<file path="config.mk">
export PLATFORM = sky130hd
export DESIGN_NAME = multi_device_heartbeat_monitor_flat
export DESIGN_NICKNAME = d
export VERILOG_FILES = /design/src/rtl/hbm_pkg.sv /design/src/rtl/hbm_in_if.sv /design/src/rtl/hbm_out_if.sv /design/src/rtl/multi_device_heartbeat_monitor.sv /design/src/flat_wrapper.sv
export SDC_FILE = /design/constraint.sdc
export NUM_CORES = 1
export LEC_CHECK = 0
export BUFFER_PORTS_ARGS = -buffer_cell sky130_fd_sc_hd__buf_2
export CORE_UTILIZATION = 64
export CTS_BUF_LIST = sky130_fd_sc_hd__clkbuf_4
export CTS_CLUSTER_DIAMETER = 100
export CTS_CLUSTER_SIZE = 12
export DETAILED_ROUTE_END_ITERATION = 8
export GPL_TIMING_DRIVEN = 0
export HOLD_SLACK_MARGIN = 0.15
export PLACE_DENSITY = 0.94
export SLEW_MARGIN = 20
export SYNTH_ARGS = -nofsm -noshare
export SYNTH_HDL_FRONTEND = slang
export SYNTH_SLANG_ARGS = --single-unit
</file>
<file path="constraint.sdc">
create_clock -name clk_i -period 8.8 [get_ports clk_i]
set_input_delay 1.32 -clock clk_i [delete_from_list [all_inputs] [get_ports clk_i]]
set_output_delay 1.32 -clock clk_i [all_outputs]
set_load 0.005 [all_outputs]
</file>
<file path="src/rtl/hbm_pkg.sv">
// shared constants, codes and types of the heartbeat monitor
package hbm_pkg;

  // device count and time width
  localparam int unsigned DEVICES   = 8;
  localparam int unsigned TIME_BITS = 32;
  localparam int unsigned SUM_W     = TIME_BITS + 1;
  localparam int unsigned DEV_W     = (DEVICES > 1) ? $clog2(DEVICES) : 1;

  // field widths fixed by the interface
  localparam int unsigned OP_W    = 2;
  localparam int unsigned DEVF_W  = 3;
  localparam int unsigned EVT_W   = 32;
  localparam int unsigned VEC_W   = 16;
  localparam int unsigned MASK_W  = 8;
  localparam int unsigned TO_W    = 8;
  localparam int unsigned CFG_W   = 64;
  localparam int unsigned CIDX_W  = 3;

  // item opcodes
  typedef enum logic [OP_W-1:0] {
    OP_START     = 2'd0,
    OP_HEARTBEAT = 2'd1,
    OP_TICK      = 2'd2,
    OP_QUERY     = 2'd3
  } op_e;

  // per-device health codes
  typedef enum logic [1:0] {
    ST_NOT_CONFIGURED  = 2'd0,
    ST_NOT_INITIALISED = 2'd1,
    ST_NOT_OK          = 2'd2,
    ST_OK              = 2'd3
  } health_e;

  // configuration register indexes
  localparam logic [CIDX_W-1:0] CFG_APPLICABLE = 3'd0;
  localparam logic [CIDX_W-1:0] CFG_CONFIGURED = 3'd1;
  localparam logic [CIDX_W-1:0] CFG_CAMERA     = 3'd2;
  localparam logic [CIDX_W-1:0] CFG_INIT_TO    = 3'd3;
  localparam logic [CIDX_W-1:0] CFG_ERROR_TO   = 3'd4;

  // configuration reset values
  localparam logic [MASK_W-1:0] APPLICABLE_RST = 8'hFF;
  localparam logic [MASK_W-1:0] CONFIGURED_RST = 8'hFF;
  localparam logic [MASK_W-1:0] CAMERA_RST     = 8'hC0;
  localparam logic [CFG_W-1:0]  INIT_TO_RST    = 64'h140F0A0A0A0A0A0A;
  localparam logic [CFG_W-1:0]  ERROR_TO_RST   = 64'h1E19141414141414;

endpackage

</file>
<file path="src/rtl/hbm_in_if.sv">
// input item channel of the heartbeat monitor
interface hbm_in_if;
  logic                           valid;
  logic                           ready;
  logic [hbm_pkg::OP_W-1:0]       opcode;
  logic [hbm_pkg::DEVF_W-1:0]     device;
  logic [hbm_pkg::EVT_W-1:0]      event_time;
  logic                           cameras_required;

  modport source (output valid, output opcode, output device, output event_time,
                  output cameras_required, input ready);
  modport sink   (input valid, input opcode, input device, input event_time,
                  input cameras_required, output ready);
endinterface

</file>
<file path="src/rtl/hbm_out_if.sv">
// result item channel of the heartbeat monitor
interface hbm_out_if;
  logic                       valid;
  logic                       ready;
  logic [hbm_pkg::VEC_W-1:0]  state_vector;
  logic [1:0]                 queried_state;

  modport source (output valid, output state_vector, output queried_state, input ready);
  modport sink   (input valid, input state_vector, input queried_state, output ready);
endinterface

</file>
<file path="src/rtl/multi_device_heartbeat_monitor.sv">
// heartbeat monitor top level: sequencer around one shared adder and comparator
// a tick walks the devices one by one through the shared adder-comparator, adding a silence check when judged
// one item at a time; the next transfer is taken once the result is in the output register
// reset clears all device states, last-good times, start time and config to defaults
module multi_device_heartbeat_monitor (
  input  logic                          clk_i,
  input  logic                          rst_ni,
  hbm_in_if.sink                        in_i,
  hbm_out_if.source                     out_o,
  input  logic                          cfg_we_i,
  input  logic [hbm_pkg::CIDX_W-1:0]    cfg_idx_i,
  input  logic [hbm_pkg::CFG_W-1:0]     cfg_data_i
);
  import hbm_pkg::*;

  typedef enum logic [2:0] {
    S_IDLE,
    S_HB,
    S_EVAL,
    S_ERR,
    S_DONE
  } fsm_e;

  // configuration registers
  logic [MASK_W-1:0] applicable_q, configured_q, camera_q;
  logic [CFG_W-1:0]  init_to_q, error_to_q;

  // sequencer and item registers
  fsm_e                 state_q;
  logic [DEV_W-1:0]     cnt_q;
  op_e                  op_q;
  logic [DEVF_W-1:0]    dev_q;
  logic [TIME_BITS-1:0] t_q;
  logic                 cams_q;

  // monitor state
  health_e              health_q [DEVICES];
  logic [TIME_BITS-1:0] lgt_q [DEVICES];
  logic [TIME_BITS-1:0] start_q;

  // output register
  logic                 out_valid_q;
  logic [VEC_W-1:0]     out_vec_q;
  logic [1:0]           out_qs_q;

  // shared unit operands and result
  logic [DEV_W-1:0]     rd_idx;
  logic [TIME_BITS-1:0] unit_a;
  logic [TO_W-1:0]      unit_b;
  logic [SUM_W-1:0]     unit_sum;
  logic                 unit_gt;
  logic                 dev_ok;
  logic                 last_dev;
  logic                 in_xfer;
  logic [VEC_W-1:0]     vec;
  logic [1:0]           qs;

  assign in_xfer  = in_i.valid && in_i.ready;
  assign in_i.ready = (state_q == S_IDLE);
  assign dev_ok   = ({1'b0, dev_q} < (DEVF_W + 1)'(DEVICES));
  assign last_dev = (cnt_q == DEV_W'(DEVICES - 1));
  assign rd_idx   = (state_q == S_HB) ? dev_q[DEV_W-1:0] : cnt_q;

  // operand select for the shared adder-comparator
  always_comb begin
    unit_a = '0;
    unit_b = '0;
    case (state_q)
      S_HB: begin
        unit_a = lgt_q[rd_idx];
      end
      S_EVAL: begin
        unit_a = start_q;
        unit_b = init_to_q[cnt_q*TO_W +: TO_W];
      end
      S_ERR: begin
        unit_a = lgt_q[rd_idx];
        unit_b = error_to_q[cnt_q*TO_W +: TO_W];
      end
      default: begin
        unit_a = '0;
        unit_b = '0;
      end
    endcase
  end

  // 33-bit sum never wraps
  assign unit_sum = {1'b0, unit_a} + SUM_W'(unit_b);
  assign unit_gt  = ({1'b0, t_q} > unit_sum);

  // packed state vector and queried state
  always_comb begin
    vec = '0;
    for (int i = 0; i < DEVICES; i++) begin
      vec[2*i +: 2] = health_q[i];
    end
    qs = ST_NOT_CONFIGURED;
    if (op_q == OP_QUERY && dev_ok) begin
      qs = health_q[dev_q[DEV_W-1:0]];
    end
  end

  // configuration writes
  always_ff @(posedge clk_i or negedge rst_ni) begin
    if (!rst_ni) begin
      applicable_q <= APPLICABLE_RST;
      configured_q <= CONFIGURED_RST;
      camera_q     <= CAMERA_RST;
      init_to_q    <= INIT_TO_RST;
      error_to_q   <= ERROR_TO_RST;
    end else if (cfg_we_i) begin
      case (cfg_idx_i)
        CFG_APPLICABLE: applicable_q <= cfg_data_i[MASK_W-1:0];
        CFG_CONFIGURED: configured_q <= cfg_data_i[MASK_W-1:0];
        CFG_CAMERA:     camera_q     <= cfg_data_i[MASK_W-1:0];
        CFG_INIT_TO:    init_to_q    <= cfg_data_i;
        CFG_ERROR_TO:   error_to_q   <= cfg_data_i;
        default: ;
      endcase
    end
  end

  // sequencer, monitor state and output register
  always_ff @(posedge clk_i or negedge rst_ni) begin
    if (!rst_ni) begin
      state_q     <= S_IDLE;
      cnt_q       <= '0;
      op_q        <= OP_START;
      dev_q       <= '0;
      t_q         <= '0;
      cams_q      <= 1'b0;
      start_q     <= '0;
      out_valid_q <= 1'b0;
      out_vec_q   <= '0;
      out_qs_q    <= '0;
      for (int i = 0; i < DEVICES; i++) begin
        health_q[i] <= ST_NOT_CONFIGURED;
        lgt_q[i]    <= '0;
      end
    end else begin
      // result transfer frees the output register; the done step reloads it itself
      if (out_valid_q && out_o.ready && state_q != S_DONE) begin
        out_valid_q <= 1'b0;
      end
      case (state_q)
        S_IDLE: begin
          if (in_xfer) begin
            op_q   <= op_e'(in_i.opcode);
            dev_q  <= in_i.device;
            t_q    <= TIME_BITS'(in_i.event_time);
            cams_q <= in_i.cameras_required;
            cnt_q  <= '0;
            case (op_e'(in_i.opcode))
              OP_START: begin
                start_q <= TIME_BITS'(in_i.event_time);
                state_q <= S_DONE;
              end
              OP_HEARTBEAT: state_q <= S_HB;
              OP_TICK:      state_q <= S_EVAL;
              default:      state_q <= S_DONE;
            endcase
          end
        end
        // raise last-good time if the message is later
        S_HB: begin
          if (dev_ok && unit_gt) begin
            lgt_q[rd_idx] <= t_q;
          end
          state_q <= S_DONE;
        end
        // settle check for one device
        S_EVAL: begin
          if (!applicable_q[cnt_q]) begin
            cnt_q   <= cnt_q + 1'b1;
            state_q <= last_dev ? S_DONE : S_EVAL;
          end else if (health_q[cnt_q] == ST_NOT_CONFIGURED) begin
            if (configured_q[cnt_q]) begin
              health_q[cnt_q] <= ST_NOT_INITIALISED;
            end
            cnt_q   <= cnt_q + 1'b1;
            state_q <= last_dev ? S_DONE : S_EVAL;
          end else if (unit_gt) begin
            // camera counts as fresh while not required
            if (camera_q[cnt_q] && !cams_q) begin
              lgt_q[cnt_q] <= t_q;
            end
            state_q <= S_ERR;
          end else begin
            cnt_q   <= cnt_q + 1'b1;
            state_q <= last_dev ? S_DONE : S_EVAL;
          end
        end
        // silence check for one device
        S_ERR: begin
          health_q[cnt_q] <= unit_gt ? ST_NOT_OK : ST_OK;
          cnt_q   <= cnt_q + 1'b1;
          state_q <= last_dev ? S_DONE : S_EVAL;
        end
        // load result once the output register is free
        S_DONE: begin
          if (!out_valid_q || out_o.ready) begin
            out_valid_q <= 1'b1;
            out_vec_q   <= vec;
            out_qs_q    <= qs;
            state_q     <= S_IDLE;
          end
        end
        default: state_q <= S_IDLE;
      endcase
    end
  end

  assign out_o.valid         = out_valid_q;
  assign out_o.state_vector  = out_vec_q;
  assign out_o.queried_state = out_qs_q;

`ifndef SYNTHESIS
  // an accepted item always makes the block busy
  a_busy_after_accept: assert property (@(posedge clk_i) disable iff (!rst_ni)
    in_xfer |=> state_q != S_IDLE)
    else $error("block idle right after an input transfer");

  // device counter stays in range while walking devices
  a_cnt_range: assert property (@(posedge clk_i) disable iff (!rst_ni)
    (state_q == S_EVAL || state_q == S_ERR) |-> cnt_q <= DEV_W'(DEVICES - 1))
    else $error("device counter out of range");

  // a new result is only loaded from the done step
  a_load_from_done: assert property (@(posedge clk_i) disable iff (!rst_ni)
    (!out_valid_q ##1 out_valid_q) |-> $past(state_q == S_DONE))
    else $error("result loaded outside the done step");

  // device 0, once configured, never drops back to not configured
  a_no_fallback: assert property (@(posedge clk_i) disable iff (!rst_ni)
    health_q[0] != ST_NOT_CONFIGURED |=> health_q[0] != ST_NOT_CONFIGURED)
    else $error("device state fell back to not configured");
`endif

endmodule

</file>
<file path="src/flat_wrapper.sv">
// flat-port wrapper written by rule: the top's interface ports become plain ports
module multi_device_heartbeat_monitor_flat import hbm_pkg::*;
  (clk_i, rst_ni, cfg_we_i, cfg_idx_i, cfg_data_i, in_i_valid, in_i_opcode, in_i_device, in_i_event_time, in_i_cameras_required, in_i_ready, out_o_valid, out_o_state_vector, out_o_queried_state, out_o_ready);
  hbm_in_if in_i_i ();
  hbm_out_if out_o_i ();
  input  logic clk_i;
  input  logic rst_ni;
  input  logic cfg_we_i;
  input  logic [hbm_pkg::CIDX_W-1:0] cfg_idx_i;
  input  logic [hbm_pkg::CFG_W-1:0] cfg_data_i;
  input wire logic [$bits(in_i_i.valid)-1:0] in_i_valid;
  input wire logic [$bits(in_i_i.opcode)-1:0] in_i_opcode;
  input wire logic [$bits(in_i_i.device)-1:0] in_i_device;
  input wire logic [$bits(in_i_i.event_time)-1:0] in_i_event_time;
  input wire logic [$bits(in_i_i.cameras_required)-1:0] in_i_cameras_required;
  output wire logic [$bits(in_i_i.ready)-1:0] in_i_ready;
  output wire logic [$bits(out_o_i.valid)-1:0] out_o_valid;
  output wire logic [$bits(out_o_i.state_vector)-1:0] out_o_state_vector;
  output wire logic [$bits(out_o_i.queried_state)-1:0] out_o_queried_state;
  input wire logic [$bits(out_o_i.ready)-1:0] out_o_ready;
  assign in_i_i.valid = in_i_valid;
  assign in_i_i.opcode = in_i_opcode;
  assign in_i_i.device = in_i_device;
  assign in_i_i.event_time = in_i_event_time;
  assign in_i_i.cameras_required = in_i_cameras_required;
  assign in_i_ready = in_i_i.ready;
  assign out_o_valid = out_o_i.valid;
  assign out_o_state_vector = out_o_i.state_vector;
  assign out_o_queried_state = out_o_i.queried_state;
  assign out_o_i.ready = out_o_ready;
  multi_device_heartbeat_monitor u_core (.clk_i(clk_i), .rst_ni(rst_ni), .in_i(in_i_i), .out_o(out_o_i), .cfg_we_i(cfg_we_i), .cfg_idx_i(cfg_idx_i), .cfg_data_i(cfg_data_i));
endmodule
</file>
Word level (Yosys, flattened, before mapping) --
Cells that the tools add are included.
Word-level totals: output and inout bits 20, flip-flop bits (word level) 519, bits of input ports 110, logic and storage cells 155
Cells by class: equal/unequal tests 23, shift-type cells 2, multiplexer cells 55, add/sub/neg operators 2, bitwise operators 6, $lt $le $gt $ge 7, reductions and logical operators 29
Operators by type and width (count):
- 2-to-1 mux 256 bit | 5
- bitwise mux 256 bit | 2
- one-hot mux 256 bit (2 select lines) | 1
- demux 32 bit (select 3 bit) | 2
- 2-to-1 mux 32 bit | 4
- indexed part select 64 x 7 -> 8 bit | 2
- binary-select mux 32 bit (select 3 bit) | 1
- one-hot mux 32 bit (2 select lines) | 1
- 2-to-1 mux 16 bit | 3
- adder 32 x 8 -> 33 bit | 1
- > comparator 32 x 33 -> 1 bit | 1
- 2-to-1 mux 3 bit | 11
- one-hot mux 16 bit (2 select lines) | 1
- bitwise mux 16 bit | 1
- one-hot mux 8 bit (2 select lines) | 1
- AND reduction 2 bit | 8
- one-hot mux 3 bit (5 select lines) | 1
- inequality test 2 x 1 -> 1 bit (second input constant) | 7
- binary-select mux 2 bit (select 3 bit) | 2
- equality test 3 x 2 -> 1 bit (second input constant) | 4
- greater-or-equal comparator 4 bit (second input constant) | 3
- 2-to-1 mux 2 bit | 6
- NOT 3 -> 4 bit | 3
- binary-select mux 1 bit (select 3 bit) | 3
- 28 further kinds | 50

Logic depth before layout (Yosys ltp) --
depth after elaboration 13, gate-level depth with buffers 34, mapped depth without buffers 28

Worst setup path after synthesis --
OpenSTA, ideal clock, no wires.
path type register to register, from register u_core.state_q[1], to register u_core.lgt_q[161] (netlist bit), arrival time 7.356 ns, stages on the path, launching flop included 33, path slack 1.319 ns, library setup time 0.125 ns, cell sequence dfrtp_1 buf_2 buf_1 clkbuf_1 nor2b_1 nand2_1 clkbuf_1 mux4_2 mux4_2 and2_1 ha_1 fa_1 a21o_1 a21oi_1 o21bai_1 a21oi_1 o21a_1 or3_1 nor3_1 xor2_1 ha_1 a21o_1 a21o_1 a21oi_1 o21ai_0 a221oi_1 a21boi_0 o22a_1 clkbuf_1 and4b_1 buf_6 buf_6 mux2_4
Between the ends: longest elaborated chain between the ends 11, elaborated cells between the ends (all ways) 28, classes of those cells add/sub: 1; order compare: 3; eq/ne: 8; mux: 11; bitwise: 1; reduce/logical: 4
Ends and longest elaborated chain:
- start, declared | line multi_device_heartbeat_monitor.sv:29 | fsm_e state_q;
- start signal, assigned | line multi_device_heartbeat_monitor.sv:175 | state_q <= last_dev ? S_DONE : S_EVAL;
- start signal, assigned | line multi_device_heartbeat_monitor.sv:181 | state_q <= last_dev ? S_DONE : S_EVAL;
- start signal, assigned | line multi_device_heartbeat_monitor.sv:190 | state_q <= last_dev ? S_DONE : S_EVAL;
- equality test 3 x 1 -> 1 bit | line multi_device_heartbeat_monitor.sv:62, multi_device_heartbeat_monitor.sv:68, multi_device_heartbeat_monitor.sv:145
- 2-to-1 mux 3 bit | line multi_device_heartbeat_monitor.sv:62 | assign rd_idx = (state_q == S_HB) ? dev_q[DEV_W-1:0] : cnt_q;
- NOT 3 -> 4 bit (implied by the code) | line multi_device_heartbeat_monitor.sv:70, multi_device_heartbeat_monitor.sv:77, multi_device_heartbeat_monitor.sv:167
- binary-select mux 32 bit (select 3 bit) | line multi_device_heartbeat_monitor.sv:70, multi_device_heartbeat_monitor.sv:77
- 2-to-1 mux 32 bit (implied by the code) (2 in series) | line multi_device_heartbeat_monitor.sv:70, multi_device_heartbeat_monitor.sv:77
- one-hot mux 32 bit (2 select lines) | line multi_device_heartbeat_monitor.sv:68 | case (state_q)
- adder 32 x 8 -> 33 bit | line multi_device_heartbeat_monitor.sv:88 | assign unit_sum = {1'b0, unit_a} + SUM_W'(unit_b);
- > comparator 32 x 33 -> 1 bit | line multi_device_heartbeat_monitor.sv:89 | assign unit_gt = ({1'b0, t_q} > unit_sum);
- inequality test 2 x 1 -> 1 bit (no line)
- AND reduction 6 bit (no line)
- end signal, assigned by index | line multi_device_heartbeat_monitor.sv:167 | lgt_q[rd_idx] <= t_q;
- end signal, assigned by index | line multi_device_heartbeat_monitor.sv:185 | lgt_q[cnt_q] <= t_q;
- end, declared | line multi_device_heartbeat_monitor.sv:38 | logic [TIME_BITS-1:0] lgt_q [DEVICES];
Parallel ways exist; a longest one is shown, timed or not. The select of a mux whose other input is x is not followed. A chain may end at the register's enable or synchronous reset.

Final worst setup path --
from register u_core.cnt_q[2], to register u_core.lgt_q[21] (netlist bit)
Between the ends: longest elaborated chain between the ends 11, elaborated cells between the ends (all ways) 45, classes of those cells add/sub: 1; order compare: 5; eq/ne: 5; shift: 2; mux: 25; bitwise: 2; reduce/logical: 5
Ends and longest elaborated chain:
- start, declared | line multi_device_heartbeat_monitor.sv:30 | logic [DEV_W-1:0] cnt_q;
- start signal, assigned | line multi_device_heartbeat_monitor.sv:174 | cnt_q <= cnt_q + 1'b1;
- start signal, assigned | line multi_device_heartbeat_monitor.sv:180 | cnt_q <= cnt_q + 1'b1;
- start signal, assigned | line multi_device_heartbeat_monitor.sv:189 | cnt_q <= cnt_q + 1'b1;
- branches (longest 11 deep; another with adder 32 x 8 -> 33 bit)
Parallel ways; which one is timed is not known. The select of a mux whose other input is x is not followed.

==> flow_summary.yaml <==
route:
  top_layer: "met5"
  routedLengthMet1_microns: 28300
  dr_wl_met2_microns: 35400
  dr.pass1.iters: 6
  postRouteAntennaNets: 0
  dr.first_iter.drc_count: 1880
  wl_microns: 76900
  drc: 0
  wl_met3_microns: 7920
  routedWlPerCell_microns: 28.0
  vias_per_cell: 6.82
  vias: 18700
setup_path:
  reg2reg_from: "u_core.cnt_q[2]"
  arrival_ns: 9.28
  max_stage_delay_ns: 0.60
  start_kind: "flip-flop"
  r2r_cells: 30
  end_kind: "flip-flop"
  slowest_stage: "clkbuf_1"
  path_class: "reg -> reg"
  crit_fanout: 10
  worst_r2r_endpoint: "u_core.lgt_q[21]"
  worstPathRequired_ns: 9.53
  r2r_slack_ns: 0.25
  crit_top_cell: "nand3_1"
power_and_ir_drop:
  leakagePower_uw: 0.0127
  peakVddDrop_uv: 176
  p_per_area_nw_per_um2: 325
place:
  pre_cts_ws_ns: -1.36
  dp_hpwl_microns: 54800
  gp_congestion: 1.01
  port_buffers: 128
clocking:
  clkSlewWorstSetupHoldPaths_ns: 0.16
  tritoncts: "done"
  numCtsBuffers: 49
  clock_latency_ns: 0.88
  htreeDepth: 2
  ctsRootBufferMaster: "clkbuf_4"
  clk_path_buf_depth: 3
  cts.sinks: 519
yosys:
  synth_ff_type: "dfrtp_1"
  synth_edf_count: 0
  synthTopCellsByArea: "dfrtp_1 (45%), mux2_2 (18%), dfstp_2 (5.6%), mux2_4 (5.3%), mux4_2 (3.0%)"
  ys.warnings.count: 0
  synth-simple-area-share: 0.0767
  synthCells: 2005
  synth.avg_cell_area_sq_um: 12.9
  synth_xor_area_frac: 0.00984
  synthAdderAreaFrac: 0.0226
  muxShareOfSynthArea: 0.287
  ys_seq_area_frac: 0.506
  synth_top_family_by_area: "multiplexers"
  synth_compound_area_frac: 0.0727
  synth.net_count: 2161
  yosysTopAreaCell: "dfrtp_1"
  yosysTopAreaCellShare: 0.450
  synth_cell_types: 78
  synth_area_sq_um: 25800
  synthArstFlopShare: 1.00
  ys_ff_latch: 519
grt:
  grt_overflow_total: 0
  grt_usage: 0.378
  first_global_vias: 19500
  antenna_found_initial: 11
  grt_first_pass_wirelength_microns: 116000
  grt_max_degree: 112
die:
  core_area_sq_um: 39700
  ioPinCount: 130
  die_area_sq_um: 41200
  initial_core_util: 0.650
  num_rows: 73
  die_y_microns: 203
  dieWidth_microns: 203
run_status:
  status: "finished clean"
timing:
  fmax_mhz: 117
  final-hold-violation-count: 0
  relSlewSlack: 0.209
  timing.final.max_slew_violations: 0
  period_minus_slack_ns: 8.55
  rsz0062_at_grt: "false"
  setup-violations-final: 0
  hold_ws_ns: 0.374
  period_share: 0.971
  worst_pin_slew_ns: 1.19
  finalClockSkew_ns: 0.0566
  setup_ws_ns: 0.253
  tns_ns: 0
final_layout:
  drive_gt1_frac: 0.408
  synthToLayoutAreaGrowth_pct: 8.65
  final_nets: 2346
  most-common-layout-cells: "dfrtp_1 (464), mux2_2 (417), buf_2 (147), nand2_1 (145), mux2_4 (91)"
  filler_cell_count: 2680
  final_common_cell: "dfrtp_1"
hold_path:
  min_path_type: "in -> async"
run:
  drv_cap: 0
through the flow:
stage	cells	total power (uW)	util	cell area, sq um
2_1_floorplan	2005	6330	-	25800
3_3_place_gp	2658	7530	0.683	27100
3_5_place_dp	2664	7770	0.687	27300
4_1_cts	2738	8970	0.704	28000
5_1_grt	2740	9490	0.706	28100
6_report	2741	9120	0.706	28100
metal layers:
layer / vias up / global-route usage
li1: 7766 / -
met1: 9419 / 0.475
met2: 1122 / 0.596
met3: 360 / 0.0936
met4: 16 / 0.228
met5: - / 0
Yosys cell counts (all sizes together), types with 12 or more instances:
| cell | number |
|---|---|
| nor2b | 14 |
| o221ai | 17 |
| nor2 | 75 |
| nor3 | 42 |
| dfstp | 55 |
| buf | 59 |
| ha | 45 |
| o22ai | 49 |
| xor2 | 16 |
| nand2 | 146 |
| a22oi | 15 |
| a21o | 19 |
| mux4 | 34 |
| o21ai | 46 |
| a211oi | 17 |
| nand3 | 32 |
| mux2i | 58 |
| clkbuf | 56 |
| nand4 | 12 |
| a21oi | 38 |
| mux2 | 508 |
| dfrtp | 464 |
| inv | 19 |
| xnor2 | 13 |
logic make-up (layout without fill, tap and decap cells):
logic type,Yosys count,in the layout
compound gates,274,274
xor+xnor,29,29
fa+ha+maj,46,46
buf+inv,135,344
flops,519,519
mux,600,600
other cells,0,2
simple gates,402,402
worst max-delay path, delay by kind of cell (launching register included):
| kind | cells | cell delay, ns |
|---|---|---|
| DFF | 1 | 0.44 |
| muxes | 2 | 0.94 |
| AOI/OAI and AO/OA | 9 | 1.87 |
| xor gates and xnor gates | 1 | 0.16 |
| adders and majority gates | 3 | 0.78 |
| and+or+nand+nor | 9 | 2.15 |
| buffers and inverters | 6 | 2.04 |
how the worst max path moves through the flow:
stage,startpoint,endpoint,cells past startpoint
3_3_place_gp,rst_ni,u_core.error_to_q[41],1
2_1_floorplan,u_core.state_q[1],u_core.lgt_q[161],32
6_report,u_core.cnt_q[2],u_core.lgt_q[21],30
4_1_cts,u_core.state_q[0],u_core.lgt_q[107],30
3_5_place_dp,u_core.state_q[1],u_core.lgt_q[21],32
5_1_grt,u_core.state_q[1],u_core.lgt_q[60],31
layout make-up:
class,count,area (sq um),share of cell area
sequential,519,13100,0.465
multi-input combinational,1351,12200,0.436
timing repair buffer,139,833,0.0297
tap,525,657,0.0234
buffer,110,617,0.0220
clock buffer,72,541,0.0193
inverter,20,75.1,0.00268
clock inverter,3,48.8,0.00174
antenna,2,5.00,0.000178
where the power goes:
group | switching (uW) | internal [uW] | total [uW] | leakage [uW]
logic | 2270 | 1800 | 4070 | 0.00573
registers | 686 | 3180 | 3860 | 0.00662
clock network | 791 | 401 | 1190 | 0.000352
total | 3750 | 5380 | 9120 | 0.0127
state kept, by name, indices dropped and copies added, names as in the netlist, 2 cells and up:
signal                      count
u_core.applicable_q             8
u_core.t_q                     32
u_core.camera_q                 8
u_core.error_to_q              64
u_core.lgt_q                  256
u_core.cnt_q                    3
u_core.configured_q             8
u_core.state_q                  3
u_core.health_q                16
u_core.dev_q                    3
u_core.out_o.queried_state      2
u_core.op_q                     2
u_core.init_to_q               64
u_core.out_o.state_vector      16
u_core.start_q                 32
what timing repair did:
item	CTS	global route
pin swaps	1	2
hold buffers	0	0
setup endpoints to repair	270	266
gates resized for setup	23	30
setup buffers	2	3
No activity file was read; power rests on OpenSTA's default activity.
